`config.mk`:
```
export PLATFORM = sky130hd
export DESIGN_NAME = mrmc_ctrl
export DESIGN_NICKNAME = d
export VERILOG_FILES = /design/src/mrmc_pkg.sv /design/src/mrmc_ctrl.sv
export SDC_FILE = /design/constraint.sdc
export NUM_CORES = 1
export LEC_CHECK = 0
export ABC_AREA = 1
export BUFFER_PORTS_ARGS = -buffer_cell sky130_fd_sc_hd__buf_2
export CORE_AREA = 2 2 39 41
export CTS_BUF_LIST = sky130_fd_sc_hd__clkbuf_16
export CTS_CLUSTER_DIAMETER = 120
export DETAILED_ROUTE_END_ITERATION = 6
export DIE_AREA = 0 0 41 43
export GPL_TIMING_DRIVEN = 1
export HOLD_SLACK_MARGIN = 0.06
export SETUP_SLACK_MARGIN = 0.4
export SLEW_MARGIN = 20
export SYNTH_ARGS = -nofsm -noshare
export SYNTH_HDL_FRONTEND = slang
export SYNTH_SLANG_ARGS = --single-unit
```
`constraint.sdc`:
```
create_clock -name clk -period 1.2 [get_ports clk]
set_input_delay 0.24 -clock clk [delete_from_list [all_inputs] [get_ports clk]]
set_output_delay 0.24 -clock clk [all_outputs]
set_load 0.1 [all_outputs]
```
`src/mrmc_pkg.sv`:
```
// Shared constants, types and helpers of the memory region map coalescer.
package mrmc_pkg;

  // Table geometry and address width
  localparam int TABLE_ENTRIES = 64;
  localparam int ADDRESS_BITS  = 52;
  localparam int IDX_W         = $clog2(TABLE_ENTRIES);
  localparam int CNT_W         = $clog2(TABLE_ENTRIES + 1);

  // Request and response field widths
  localparam int TYPE_W  = 8;
  localparam int START_W = 52;
  localparam int PAGES_W = 40;
  localparam int CLS_W   = 2;
  localparam int SLOT_W  = 6;
  localparam int COUNT_W = 7;
  localparam int TOTAL_W = 42;

  // Internal arithmetic widths
  localparam int PAGE_SHIFT = 12;
  localparam int KIB_SHIFT  = 10;
  localparam int SIZE_W     = START_W + 1;
  localparam int END_W      = START_W + 2;
  localparam int KEND_W     = END_W - KIB_SHIFT;
  localparam int EXT_W      = TOTAL_W + 4;

  // Address constants
  localparam logic [START_W-1:0] CONV_LIMIT = START_W'(64'h0a0000);
  localparam logic [START_W-1:0] EXT_FLOOR  = START_W'(64'h10000);
  localparam logic [EXT_W-1:0]   KIB        = EXT_W'(1024);
  localparam logic [START_W-1:0] ADDR_MASK  = (ADDRESS_BITS >= START_W) ? {START_W{1'b1}} :
                                              START_W'((64'd1 << ADDRESS_BITS) - 64'd1);
  localparam logic [TOTAL_W-1:0] TOTAL_MAX  = {TOTAL_W{1'b1}};

  // Region classes
  localparam logic [CLS_W-1:0] CLS_FREE     = 2'd0;
  localparam logic [CLS_W-1:0] CLS_RESERVED = 2'd1;
  localparam logic [CLS_W-1:0] CLS_ACPI     = 2'd2;
  localparam logic [CLS_W-1:0] CLS_NVS      = 2'd3;

  // Firmware type codes that do not map to reserved
  localparam logic [TYPE_W-1:0] TYPE_LOADER_CODE = 8'd1;
  localparam logic [TYPE_W-1:0] TYPE_CONVENTIONAL = 8'd7;
  localparam logic [TYPE_W-1:0] TYPE_ACPI_RECLAIM = 8'd9;
  localparam logic [TYPE_W-1:0] TYPE_ACPI_NVS     = 8'd10;

  // One table entry
  typedef struct packed {
    logic [CLS_W-1:0]   cls;
    logic [START_W-1:0] start;
    logic [SIZE_W-1:0]  size;
  } entry_t;

  // Controller to datapath
  typedef struct packed {
    logic accept;
    logic scan;
    logic hit;
    logic update;
    logic walk;
    logic load_out;
  } cmd_t;

  // Datapath to controller
  typedef struct packed {
    logic hit;
    logic scan_done;
    logic walk_done;
    logic last;
  } status_t;

  // Sort a firmware type code into its class
  function automatic logic [CLS_W-1:0] class_of(input logic [TYPE_W-1:0] t);
    logic [CLS_W-1:0] c;
    c = CLS_RESERVED;
    if (t >= TYPE_LOADER_CODE && t <= TYPE_CONVENTIONAL) c = CLS_FREE;
    else if (t == TYPE_ACPI_RECLAIM) c = CLS_ACPI;
    else if (t == TYPE_ACPI_NVS) c = CLS_NVS;
    return c;
  endfunction

endpackage

```
`src/mrmc_ctrl.sv`:
```
// Controller state machine: sequences scan, update, totals walk and response.
module mrmc_ctrl (
  input  logic              clk,
  input  logic              rst_n,
  input  logic              in_valid,
  output logic              in_ready,
  output logic              out_valid,
  input  logic              out_ready,
  input  mrmc_pkg::status_t st,
  output mrmc_pkg::cmd_t    cmd
);

  localparam logic [2:0] ST_IDLE   = 3'd0;
  localparam logic [2:0] ST_SCAN   = 3'd1;
  localparam logic [2:0] ST_UPDATE = 3'd2;
  localparam logic [2:0] ST_WALK   = 3'd3;
  localparam logic [2:0] ST_RESP   = 3'd4;

  logic [2:0] state_r, state_nxt;
  logic       out_valid_r, out_valid_nxt;
  logic       out_free;

  assign out_free  = !out_valid_r || out_ready;
  assign in_ready  = (state_r == ST_IDLE);
  assign out_valid = out_valid_r;

  // Next state and commands
  always_comb begin
    state_nxt = state_r;
    cmd       = '0;
    case (state_r)
      ST_IDLE: begin
        if (in_valid) begin
          cmd.accept = 1'b1;
          state_nxt  = ST_SCAN;
        end
      end
      ST_SCAN: begin
        if (st.hit) begin
          cmd.hit   = 1'b1;
          state_nxt = ST_UPDATE;
        end else if (st.scan_done) begin
          state_nxt = ST_UPDATE;
        end else begin
          cmd.scan = 1'b1;
        end
      end
      ST_UPDATE: begin
        cmd.update = 1'b1;
        state_nxt  = st.last ? ST_WALK : ST_RESP;
      end
      ST_WALK: begin
        cmd.walk = 1'b1;
        if (st.walk_done) state_nxt = ST_RESP;
      end
      ST_RESP: begin
        if (out_free) begin
          cmd.load_out = 1'b1;
          state_nxt    = ST_IDLE;
        end
      end
      default: state_nxt = ST_IDLE;
    endcase
  end

  // Response valid flag
  always_comb begin
    out_valid_nxt = out_valid_r;
    if (cmd.load_out) out_valid_nxt = 1'b1;
    else if (out_ready) out_valid_nxt = 1'b0;
  end

  always_ff @(posedge clk) begin
    if (!rst_n) begin
      state_r     <= ST_IDLE;
      out_valid_r <= 1'b0;
    end else begin
      state_r     <= state_nxt;
      out_valid_r <= out_valid_nxt;
    end
  end

  // A response is only loaded into a free output register
  a_load_free: assert property (@(posedge clk) disable iff (!rst_n)
    cmd.load_out |-> out_free) else $error("response loaded over a pending one");
  // Requests are only taken while idle
  a_accept_idle: assert property (@(posedge clk) disable iff (!rst_n)
    cmd.accept |-> state_r == ST_IDLE) else $error("request taken while busy");
  // A totals walk always follows an update of a last descriptor
  a_walk_entry: assert property (@(posedge clk) disable iff (!rst_n)
    (state_r == ST_WALK) && !$past(state_r == ST_WALK) |-> $past(cmd.update && st.last))
    else $error("walk entered without last descriptor");

endmodule

```
## Yosys cells after proc, flatten, opt, wreduce, memory -nomap -nowiden

Cells that the tools add are included.

- Magnitude comparators: 0
- Reduce and logical (&&, ||, !) cells: 5
- Equality and inequality tests: 8
- Div/mod/pow operators: 0
- Add/subtract/negate cells: 0
- Multiplexer cells: 19
- Shift-type cells: 0
- Multiply operators: 0
- Bitwise operators: 0

Operators with widths:

| cell | number |
|---|---|
| 3-bit two-way mux | 6 |
| 3-bit one-hot mux with 5 select lines | 1 |
| 1-bit two-way mux | 11 |
| 3-bit by 2-bit equality test with 1-bit output, second input constant | 2 |
| 2-bit != test, second input constant | 3 |
| 4-bit AND reduction | 1 |
| 3-bit by 1-bit equality test with 1-bit output, second input constant | 1 |
| 3-bit equality test, second input constant | 1 |
| 3-bit logical NOT | 1 |
| 3-bit != test, second input constant | 1 |
| 2-bit two-way mux | 1 |
| 2-bit nonzero test | 1 |
| 1-bit logical NOT | 1 |
| 1-bit logical OR | 1 |

- Memory bits (read-only): 0
- Register bits after elaboration: 4
- Logic and storage cells: 34
- Bits in writable memories: 0
- Memories kept: 0
- Latch bits: 0
- Output and inout bits: 8
- Input port bits: 8

## Depth between registers and ports, before layout

Gate-level depths: netlist of run 1.

- Word-level depth: 5
- Depth in mapped cells: 8
- Gate-level depth less buffers: 8

## Least setup slack after synthesis of run 1

Ideal clock, no wire load.

- Kind: reg-to-reg
- From: register state_r[1]
- To: register state_r[0]
- Arrival: 2.841 ns
- Library setup time: 0.074 ns
- Required time: 1.126 ns
- Period minus slack after synthesis: 2.915 ns
- Setup slack: -1.715 ns
- Stages on the path, launching flop included: 5
- Path buffers: 0
- Cells stage by stage: dfxtp_1 > inv_1 > nor3_1 > a21oi_1 > a21oi_1

- Word-level cells in the longest chain between the ends: 3
- Elaborated cells on any way between the ends: 11
- Those cells by class: eq/ne: 8; mux: 1; reduce/logical: 2

Ends and longest elaborated chain:

| element | line | text |
|---|---|---|
| from (decl) | mrmc_ctrl.sv:19 | `logic [2:0] state_r, state_nxt;` |
| from (signal assigned) | mrmc_ctrl.sv:78 | `state_r <= state_nxt;` |
| 3-bit by 1-bit equality test with 1-bit output (tied with other cells) | mrmc_ctrl.sv:31 | `case (state_r)` |
| 3-bit != test (no source line) or 2-bit != test (tied branches) | - |  |
| 4-bit AND reduction (no source line) | - |  |

Several ways; a longest one is shown, not always the timed one.
A chain may end at the register's enable or synchronous reset.

==> reports/results.md, run 1 <==
| Result | This run |
|---|---|
| DRT antenna net count | 0 |
| Synth Cell Area | 312 um2 |
| Area of the multi-input gates | 245 um2 |
| Worst min path class | primary input to flop |
| Final worst-path cycle share | 113% |
| Post-route DRC violation count | 0 |
| Maximum fanout encountered on the critical timing path | 5 |
| Warnings, synthesis | 0 |
| Number of nets in the synthesized netlist | 61 |
| Area occupied by registers | 92.6 um2 |
| Area fraction of the dominant cell type after synthesis | 25.7% |
| Vias in the first global route | 400 |
| Critical Path, Cell by Cell | nor2_4, nand2_1, nor2_2, buf_12 |
| Filler instances | 121 |
| Worst slew pin tran | 0.221 ns |
| Detail Placement HPWL | 665 um |
| Area of the die | 1760 um2 |
| Cell Rows | 14 |
| Area after detailed placement | 619 um2 |
| Clock Tree Buf Depth | 2 |
| EDFF count, synth | 0 |
| Count of endpoints failing setup in the final report | 7 |
| Clk Tree Root Cell | sky130_fd_sc_hd__clkbuf_16 |
| DP Worst Slack | -0.0415 ns |
| Vias | 404 |
| Placed insts | 87 |
| Unrepaired setup endpoints after global routing | yes |
| Setup CP Type | flop to primary output |
| Later-pin clock latency in the skew report | 0.23 ns |
| Count of unique library cells instantiated by Yosys | 13 |
| Top cells by area in the synthesized netlist | sky130_fd_sc_hd__dfxtp_1, sky130_fd_sc_hd__nand2_1, sky130_fd_sc_hd__inv_1 |
| Average instance area after synthesis | 5.88 um2 |
| Synthesized instance count | 53 |
| Final weighted congestion in routability-driven placement | 0.741 |
| Violations in the final reports | negative setup slack |
| Core area | 1380 um2 |
| Status | finished, violations left |
| Critical Path Max Stage Delay | 0.37 ns |
| Port Buf Inserts | 15 |
| Worst EP required | 0.96 ns |
| Share of final-layout standard cells stronger than drive strength 1 | 62.3% |
| Sequential element share of the synthesized area | 25.7% |
| Yosys reg bits | 4 |
| CTS Sinks | 4 |
| Count of pins over their slew limit | 0 |
| Synthesis-to-layout area growth | 137% |
| Achievable Freq | 738 MHz |
| Detailed-router iteration count before antenna repair | 2 |
| Overall fraction of global-route tracks in use | 12.9% |
| Number of antenna diodes | 0 |
| Critical path endpoint category | primary output |
| Worst max-slew margin expressed relative to the limit | 85.2% |
| Post-route non-filler standard cell count | 93 |
| Initial core utilization | 22.5% |
| CTS tree | done |
| Peak supply drop | 0.00103 V |
| Setup total negative slack | -0.810 ns |
| Die W | 41 um |
| Post-CTS clock slew at the launch and capture registers of the worst setup and hold paths | 0.03 ns |
| IO Count | 16 |
| Endpoint arrival time on the critical path | 1.11 ns |
| Vert. Die Dim | 43 um |
| Setup ws final | -0.154 ns |
| Post-route standard cell area excluding fillers | 738 um2 |
| Global-route wire length before repair | 1510 um |
| Leftover overflow at the end of global routing | 0 |
| Count of max-cap constraint violations | 0 |
| Wire length per cell | 8.67 um |
| Count of hold buffers inserted by post-cts repair | 0 |
| Master of the slowest instance on the critical path | sky130_fd_sc_hd__dfxtp_4 |
| Final Net Count | 87 |
| Num CTS Buffers | 3 |
| Commonest cells post-synth | sky130_fd_sc_hd__nand2_1, sky130_fd_sc_hd__inv_1, sky130_fd_sc_hd__nor2_1 |
| Final routed wirelength across all metal layers | 806 um |
| Most numerous cell in the Yosys netlist | sky130_fd_sc_hd__nand2_1 |
| Number of hold violations in the final report | 0 |
| Post-Route Skew | 0.00163 ns |
| Most used flip-flop cell after synthesis | sky130_fd_sc_hd__dfxtp_1 |
| Maximum number of pins on one net before global-route repair | 7 |
| # H-tree levels | 1 |
| Number of antenna violations at the first check in global routing | 0 |
| Total power divided by cell area | 3070 nW/um2 |
| Average via count per standard cell | 4.34 |
| Tmin final | 1.35 ns |
| Cell type with the highest aggregate area in the netlist | sky130_fd_sc_hd__dfxtp_1 |
| Critical path launch point type | flop |
| Iteration-0 DRC count of the detailed router | 5 |
| Fraction of synthesis flops using an asynchronous set or reset pin | 0% |
| Cell leakage power | 0.347 nW |
stage by stage:
step	utilization [%]	power [mW]	hold slack [ns]
3_3_place_gp	44.8	1.62	0.498
6_report	53.3	2.27	0.271
2_1_floorplan	-	1.19	0.353
3_5_place_dp	44.8	1.63	0.494
5_1_grt	53.3	2.38	0.291
4_1_cts	52.8	2.26	0.271
power by group:
part | switching (mW) | internal, mW | leakage (nW)
clock network | 0.0976 | 0.426 | 0.0370
registers | 0.0881 | 0.192 | 0.0353
logic | 0.889 | 0.576 | 0.275
final cells by class:
type	instances	share of cell area, %
inverter	11	6.78
multi-input combinational	37	33.2
clock buffer	3	10.2
sequential	4	12.5
tap	16	2.71
timing repair buffer	22	34.6
layout by cell type, fill, tap and decap left out:
master and count:
sky130_fd_sc_hd__nand2_1 8, sky130_fd_sc_hd__buf_6 2, sky130_fd_sc_hd__nand3_2 2, sky130_fd_sc_hd__nor2_4 5, sky130_fd_sc_hd__a21oi_1 3, sky130_fd_sc_hd__clkinvlp_4 1
sky130_fd_sc_hd__buf_2 7, sky130_fd_sc_hd__nand2_2 3, sky130_fd_sc_hd__buf_12 8, sky130_fd_sc_hd__or2_2 1, sky130_fd_sc_hd__o21ai_0 1, sky130_fd_sc_hd__buf_4 5
sky130_fd_sc_hd__inv_1 8, sky130_fd_sc_hd__dfxtp_4 3, sky130_fd_sc_hd__clkbuf_16 3, sky130_fd_sc_hd__dfxtp_2 1, sky130_fd_sc_hd__nor2_2 2, sky130_fd_sc_hd__inv_4 2
sky130_fd_sc_hd__nor3_4 1, sky130_fd_sc_hd__nand3_1 4, sky130_fd_sc_hd__nand3_4 1, sky130_fd_sc_hd__nor2_1 5, sky130_fd_sc_hd__a21oi_2 1
final timing paths:
kind         cells after the start       start         end  slack [ns]
max                              4  state_r[0]      cmd[0]       -0.15
min reg2reg                      2   out_valid   out_valid        0.50
min                              3       rst_n  state_r[2]        0.27
max reg2reg                      7  state_r[0]  state_r[0]        0.01
timing repair:
| action | in CTS | in global routing |
|---|---|---|
| setup buffers | 2 | 1 |
| endpoints found under the setup margin | 12 | 12 |
| pin swaps | 4 | 0 |
| gates resized for setup | 7 | 0 |
registers in the layout (all words and copies together) (netlist names):
signal,cells
out_valid,1
state_r,3
cell families (layout without fill, tap and decap cells):
| group | Yosys count | after routing | share of synthesized area, % |
|---|---|---|---|
| simple gates | 32 | 32 | 50.6 |
| buf+inv | 12 | 36 | 15.7 |
| compound gates | 5 | 5 | 8.03 |
| flops | 4 | 4 | 25.7 |
routing by layer:
layer  global-route usage [%]  vias to the layer above  part of all wire [%]
li1                         -                      211                     -
met4                     8.00                        0                   2.1
met1                     15.1                      178                    41
met5                        0                        -                     0
met3                     5.24                        2                   6.0
met2                     18.4                       13                    50
worst max-delay path, delay by kind of cell (launching register included):
family                 cells  cell delay [ns]
DFF                        1             0.37
and+or+nand+nor            3             0.33
buffers and inverters      1             0.19
(Power assumes the default switching activity.)
==> inputs of run 2 (changes only) <==
--- a/config.mk
+++ b/config.mk
@@ -14,6 +14,7 @@
 export DIE_AREA = 0 0 41 43
 export GPL_TIMING_DRIVEN = 1
 export HOLD_SLACK_MARGIN = 0.06
+export MAX_ROUTING_LAYER = met4
 export SETUP_SLACK_MARGIN = 0.4
 export SLEW_MARGIN = 20
 export SYNTH_ARGS = -nofsm -noshare
==> run 2 against run 1 <==
  * The run still ends with negative setup slack left
  * Power about the same
  * Via count unchanged
  * Setup slack about the same
  * Worst hold slack about the same
  * Critical path type unchanged
  * Largest power group unchanged
==> reports/results.md, run 2 (synthesis results as in run 1) <==
| Result | This run |
|---|---|
| Number of antenna violations at the first check in global routing | 0 |
| Maximum number of pins on one net before global-route repair | 7 |
| Post-Route Skew | 0.00162 ns |
| Reg2reg path depth | 7 |
| Final weighted congestion in routability-driven placement | 0.750 |
| Count of hold buffers inserted by post-cts repair | 0 |
| Reg-to-reg startpoint | state_r[0] |
| CTS tree | done |
| Critical path launch point type | flop |
| Endpoint of the worst register-to-register path | state_r[0] |
| Maximum fanout encountered on the critical timing path | 5 |
| Post-CTS clock slew at the launch and capture registers of the worst setup and hold paths | 0.03 ns |
| Critical Path Max Stage Delay | 0.37 ns |
| Core area | 1380 um2 |
| Global-route wire length before repair | 1510 um |
| Achievable Freq | 739 MHz |
| Area of the die | 1760 um2 |
| Average via count per standard cell | 4.34 |
| Register with the most flip-flops | state_r |
| Vias in the first global route | 399 |
| Synthesis-to-layout area growth | 137% |
| Cell Rows | 14 |
| Final worst-path cycle share | 113% |
| Post-route DRC violation count | 0 |
| Iteration-0 DRC count of the detailed router | 4 |
| CTS Sinks | 4 |
| Vias | 404 |
| Setup CP Type | flop to primary output |
| Setup ws final | -0.154 ns |
| Clk Tree Root Cell | sky130_fd_sc_hd__clkbuf_16 |
| Detailed-router iteration count before antenna repair | 2 |
| Placed insts | 87 |
| Vert. Die Dim | 43 um |
| Initial core utilization | 22.5% |
| Leftover overflow at the end of global routing | 0 |
| Count of max-cap constraint violations | 0 |
| Num CTS Buffers | 3 |
| Share of final-layout standard cells stronger than drive strength 1 | 62.3% |
| Status | finished, violations left |
| Launch point of the critical path | state_r[0] |
| Unrepaired setup endpoints after global routing | yes |
| Count of endpoints failing setup in the final report | 7 |
| Worst slew pin tran | 0.221 ns |
| Worst min path class | primary input to flop |
| Most used cells in the layout excluding fill and tap cells | sky130_fd_sc_hd__inv_1, sky130_fd_sc_hd__nand2_1, sky130_fd_sc_hd__buf_12 |
| Violations in the final reports | negative setup slack |
| Cell leakage power | 0.347 nW |
| Wire length per cell | 8.63 um |
| IO Count | 16 |
| Master of the slowest instance on the critical path | sky130_fd_sc_hd__dfxtp_4 |
| Critical Path, Cell by Cell | nor2_4, nand2_1, nor2_2, buf_12 |
| Total power divided by cell area | 3070 nW/um2 |
| Final routed wirelength across all metal layers | 803 um |
| Later-pin clock latency in the skew report | 0.23 ns |
| Area after detailed placement | 619 um2 |
| Worst EP required | 0.96 ns |
| Number of hold violations in the final report | 0 |
| Post-route standard cell area excluding fillers | 738 um2 |
| Clock Tree Buf Depth | 2 |
| Overall fraction of global-route tracks in use | 13.2% |
| Number of antenna diodes | 0 |
| Count of pins over their slew limit | 0 |
| Port Buf Inserts | 15 |
| Final Net Count | 87 |
| Worst max-slew margin expressed relative to the limit | 85.2% |
| Tmin final | 1.35 ns |
| Detail Placement HPWL | 665 um |
| Largest register FFs | 3 |
| Filler instances | 121 |
| Critical path endpoint category | primary output |
| Peak supply drop | 0.00104 V |
| # H-tree levels | 1 |
| Reg-to-reg slack, setup | 0.01 ns |
| Critical Path End | cmd[0] |
| Die W | 41 um |
| Post-route non-filler standard cell count | 93 |
| DRT antenna net count | 0 |
| Endpoint arrival time on the critical path | 1.11 ns |
## run 2: cell counts in the layout (fill, tap and decap cells not counted)
No cell type changed its count.
## run 2: timing repair
item                       in CTS  in global routing
buffers inserted                2                  1
setup endpoints to repair      12                 12
pin swaps                       4                  0
resized for setup               7                  0
hold endpoints to repair        0                  0
## run 2: cell type report
class                           instances  area, um2  share of cell area [%]
Timing Repair Buffer                   22        255                    34.6
Multi-Input combinational cell         37        245                    33.2
Sequential cell                         4       92.6                    12.5
Clock buffer                            3       75.1                    10.2
Inverter                               11       50.0                    6.78
Tap cell                               16       20.0                    2.71
## run 2: per-stage QoR
step / utilization (%) / setup TNS, ns / power [mW] / setup WS (ns) / hold slack (ns)
detailed placement: 44.8 / -0.0779 / 1.63 / -0.0415 / 0.494
CTS: 52.8 / -0.886 / 2.26 / -0.166 / 0.271
floorplan: - / -1.56 / 1.19 / -0.344 / 0.353
finish: 53.3 / -0.810 / 2.27 / -0.154 / 0.271
global route: 53.3 / -1.17 / 2.38 / -0.198 / 0.291
global placement: 44.8 / -0.0375 / 1.62 / -0.0216 / 0.498
## run 2: worst min-delay path by stage
stage	startpoint	to	slack (ns)	depth (start not counted)
floorplan	rst_n	state_r[2]	0.35	2
global route	rst_n	state_r[2]	0.29	3
global placement	rst_n	state_r[2]	0.50	3
CTS	rst_n	state_r[2]	0.27	3
detailed placement	rst_n	state_r[2]	0.49	3
finish	rst_n	state_r[2]	0.27	3
## run 2: routing by layer
| layer | share of wire [%] | up-vias | global-route usage, % |
|---|---|---|---|
| li1 | - | 211 | - |
| met1 | 42 | 178 | 15.4 |
| met2 | 51 | 13 | 18.4 |
| met3 | 5.2 | 2 | 4.71 |
| met4 | 2.1 | 0 | 8.00 |
| met5 | 0 | - | - |
## run 2: report_power, final
| part | total (mW) | leakage, nW | switching, mW | internal [mW] |
|---|---|---|---|---|
| clock | 0.524 | 0.0370 | 0.0975 | 0.426 |
| sequential | 0.280 | 0.0353 | 0.0881 | 0.192 |
| combinational | 1.47 | 0.275 | 0.889 | 0.576 |
| total | 2.27 | 0.347 | 1.07 | 1.19 |
## run 2: critical path: cells and delay by family, from the launching register on
kind                   cells  cell delay, ns
DFF                        1            0.37
and+or+nand+nor            3            0.33
buffers and inverters      1            0.19
==> inputs of run 3 (changes only) <==
==> constraint.sdc (replaced) <==
create_clock -name clk -period 1.3 [get_ports clk]
set_input_delay 0.26 -clock clk [delete_from_list [all_inputs] [get_ports clk]]
set_output_delay 0.26 -clock clk [all_outputs]
set_load 0.1 [all_outputs]
==> run 3 against run 2 <==
  * The flow still finishes with violations (negative setup slack)
  * First-iteration DRC count grew to 2.8 times the previous value
  * Wire length rose by 54%
  * Design area up 17%
  * Global-route usage increased by 3.8 points
  * Die area unchanged
  * Highest routed layer unchanged
  * Non-clock buffer count grew 7
  * Critical endpoint unchanged
  * Sequential share of layout area is 1.5 points lower
  * Largest cell class unchanged
  * Combinational power up 7%
  * Clock skew barely moved
==> reports/results.md, run 3 (synthesis results as in run 1) <==
| Result | This run |
|---|---|
| Total power divided by cell area | 2700 nW/um2 |
| Vert. Die Dim | 43 um |
| Later-pin clock latency in the skew report | 0.23 ns |
| Count of pins over their slew limit | 0 |
| Achievable Freq | 694 MHz |
| Setup ws final | -0.140 ns |
| Number of antenna diodes | 0 |
| Setup CP Type | flop to primary output |
| Post-route DRC violation count | 0 |
| CTS Sinks | 4 |
| Overall fraction of global-route tracks in use | 17.0% |
| Maximum fanout encountered on the critical timing path | 4 |
| IO Count | 16 |
| CTS tree | done |
| Iteration-0 DRC count of the detailed router | 11 |
| Global-route wire length before repair | 1890 um |
| Worst min path class | primary input to flop |
| Register with the most flip-flops | state_r |
| Initial core utilization | 22.5% |
| Die W | 41 um |
| Count of endpoints failing setup in the final report | 7 |
| Final worst-path cycle share | 111% |
| Post-CTS clock slew at the launch and capture registers of the worst setup and hold paths | 0.03 ns |
| Average via count per standard cell | 4.59 |
| Synthesis-to-layout area growth | 176% |
| Tmin final | 1.44 ns |
| Clk Tree Root Cell | sky130_fd_sc_hd__clkbuf_16 |
| Post-Route Skew | 0.00155 ns |
| Placed insts | 84 |
| Num CTS Buffers | 3 |
| Worst EP required | 1.04 ns |
| Area of the die | 1760 um2 |
| Share of final-layout standard cells stronger than drive strength 1 | 72.6% |
| Endpoint arrival time on the critical path | 1.18 ns |
| DRT antenna net count | 0 |
| Number of hold violations in the final report | 0 |
| Largest register FFs | 3 |
| Post-route non-filler standard cell count | 100 |
| Setup total negative slack | -0.555 ns |
| Core area | 1380 um2 |
| Worst slew pin tran | 0.198 ns |
| Post-route standard cell area excluding fillers | 861 um2 |
| Final routed wirelength across all metal layers | 1240 um |
| Critical path launch point type | flop |
| Cell leakage power | 0.402 nW |
| Most used cells in the layout excluding fill and tap cells | sky130_fd_sc_hd__inv_1, sky130_fd_sc_hd__nor2_4, sky130_fd_sc_hd__buf_12, sky130_fd_sc_hd__buf_6, sky130_fd_sc_hd__buf_2 |
| Final Net Count | 94 |
| Leftover overflow at the end of global routing | 0 |
| Worst max-slew margin expressed relative to the limit | 86.7% |
| Cell Rows | 14 |
| Status | finished, violations left |
| Detailed-router iteration count before antenna repair | 2 |
| Number of antenna violations at the first check in global routing | 0 |
| Count of hold buffers inserted by post-cts repair | 0 |
| Peak supply drop | 0.00116 V |
| Area after detailed placement | 597 um2 |
| Count of max-cap constraint violations | 0 |
| DP Worst Slack | 0.0283 ns |
| Maximum number of pins on one net before global-route repair | 6 |
| Unrepaired setup endpoints after global routing | yes |
| Wire length per cell | 12.4 um |
| Clock Tree Buf Depth | 2 |
| Final weighted congestion in routability-driven placement | 0.770 |
| # H-tree levels | 1 |
| Violations in the final reports | negative setup slack |
| Port Buf Inserts | 15 |
| Detail Placement HPWL | 634 um |
| WHS | 0.284 ns |
| Vias in the first global route | 467 |
| Critical path endpoint category | primary output |
| Vias | 459 |
## run 3: path summary, 6_finish.rpt
path,from,end,slack (ns),depth (start not counted)
min,rst_n,state_r[2],0.28,3
max,state_r[1],cmd[0],-0.14,4
min reg2reg,out_valid,out_valid,0.55,2
max reg2reg,state_r[1],state_r[2],0.04,9
## run 3: timing repair
item | in CTS | in global routing
pin swaps | 11 | 5
cloned | 0 | 0
resized for setup | 17 | 8
endpoints found under the setup margin | 12 | 12
buffers inserted | 13 | 0
## run 3: power breakdown
part | internal [mW] | switching, mW | leakage [nW] | total, mW
Combinational | 0.636 | 0.940 | 0.330 | 1.58
Clock | 0.393 | 0.0897 | 0.0370 | 0.483
Sequential | 0.180 | 0.0822 | 0.0356 | 0.262
Total | 1.21 | 1.11 | 0.402 | 2.32
## run 3: metrics by stage
step | power, mW | utilization (%)
floorplan | 1.10 | -
global placement | 1.46 | 43.1
finish | 2.32 | 62.2
global route | 2.42 | 62.2
detailed placement | 1.46 | 43.1
CTS | 2.22 | 59.9
## run 3: worst max-delay path, stage by stage, from the launching register on
cell and delay [ns]:
sky130_fd_sc_hd__dfxtp_4 0.36, sky130_fd_sc_hd__nor2_4 0.19, sky130_fd_sc_hd__nand2_4 0.09, sky130_fd_sc_hd__nor2_4 0.13, sky130_fd_sc_hd__buf_12 0.18
## run 3: final cells by class
cell class                      count  area [um2]
Inverter                           11        50.0
Multi-Input combinational cell     37         290
Fill cell                         117         523
Tap cell                           16        20.0
Clock buffer                        3        75.1
Timing Repair Buffer               29         330
Sequential cell                     4        95.1
## run 3: metal layers
layer | vias to the layer above | routed length (um) | track usage, %
met4 | 0 | 73 | 9.33
li1 | 225 | - | -
met3 | 8 | 64 | 8.90
met5 | - | 0 | -
met2 | 18 | 698 | 25.9
met1 | 208 | 399 | 16.5
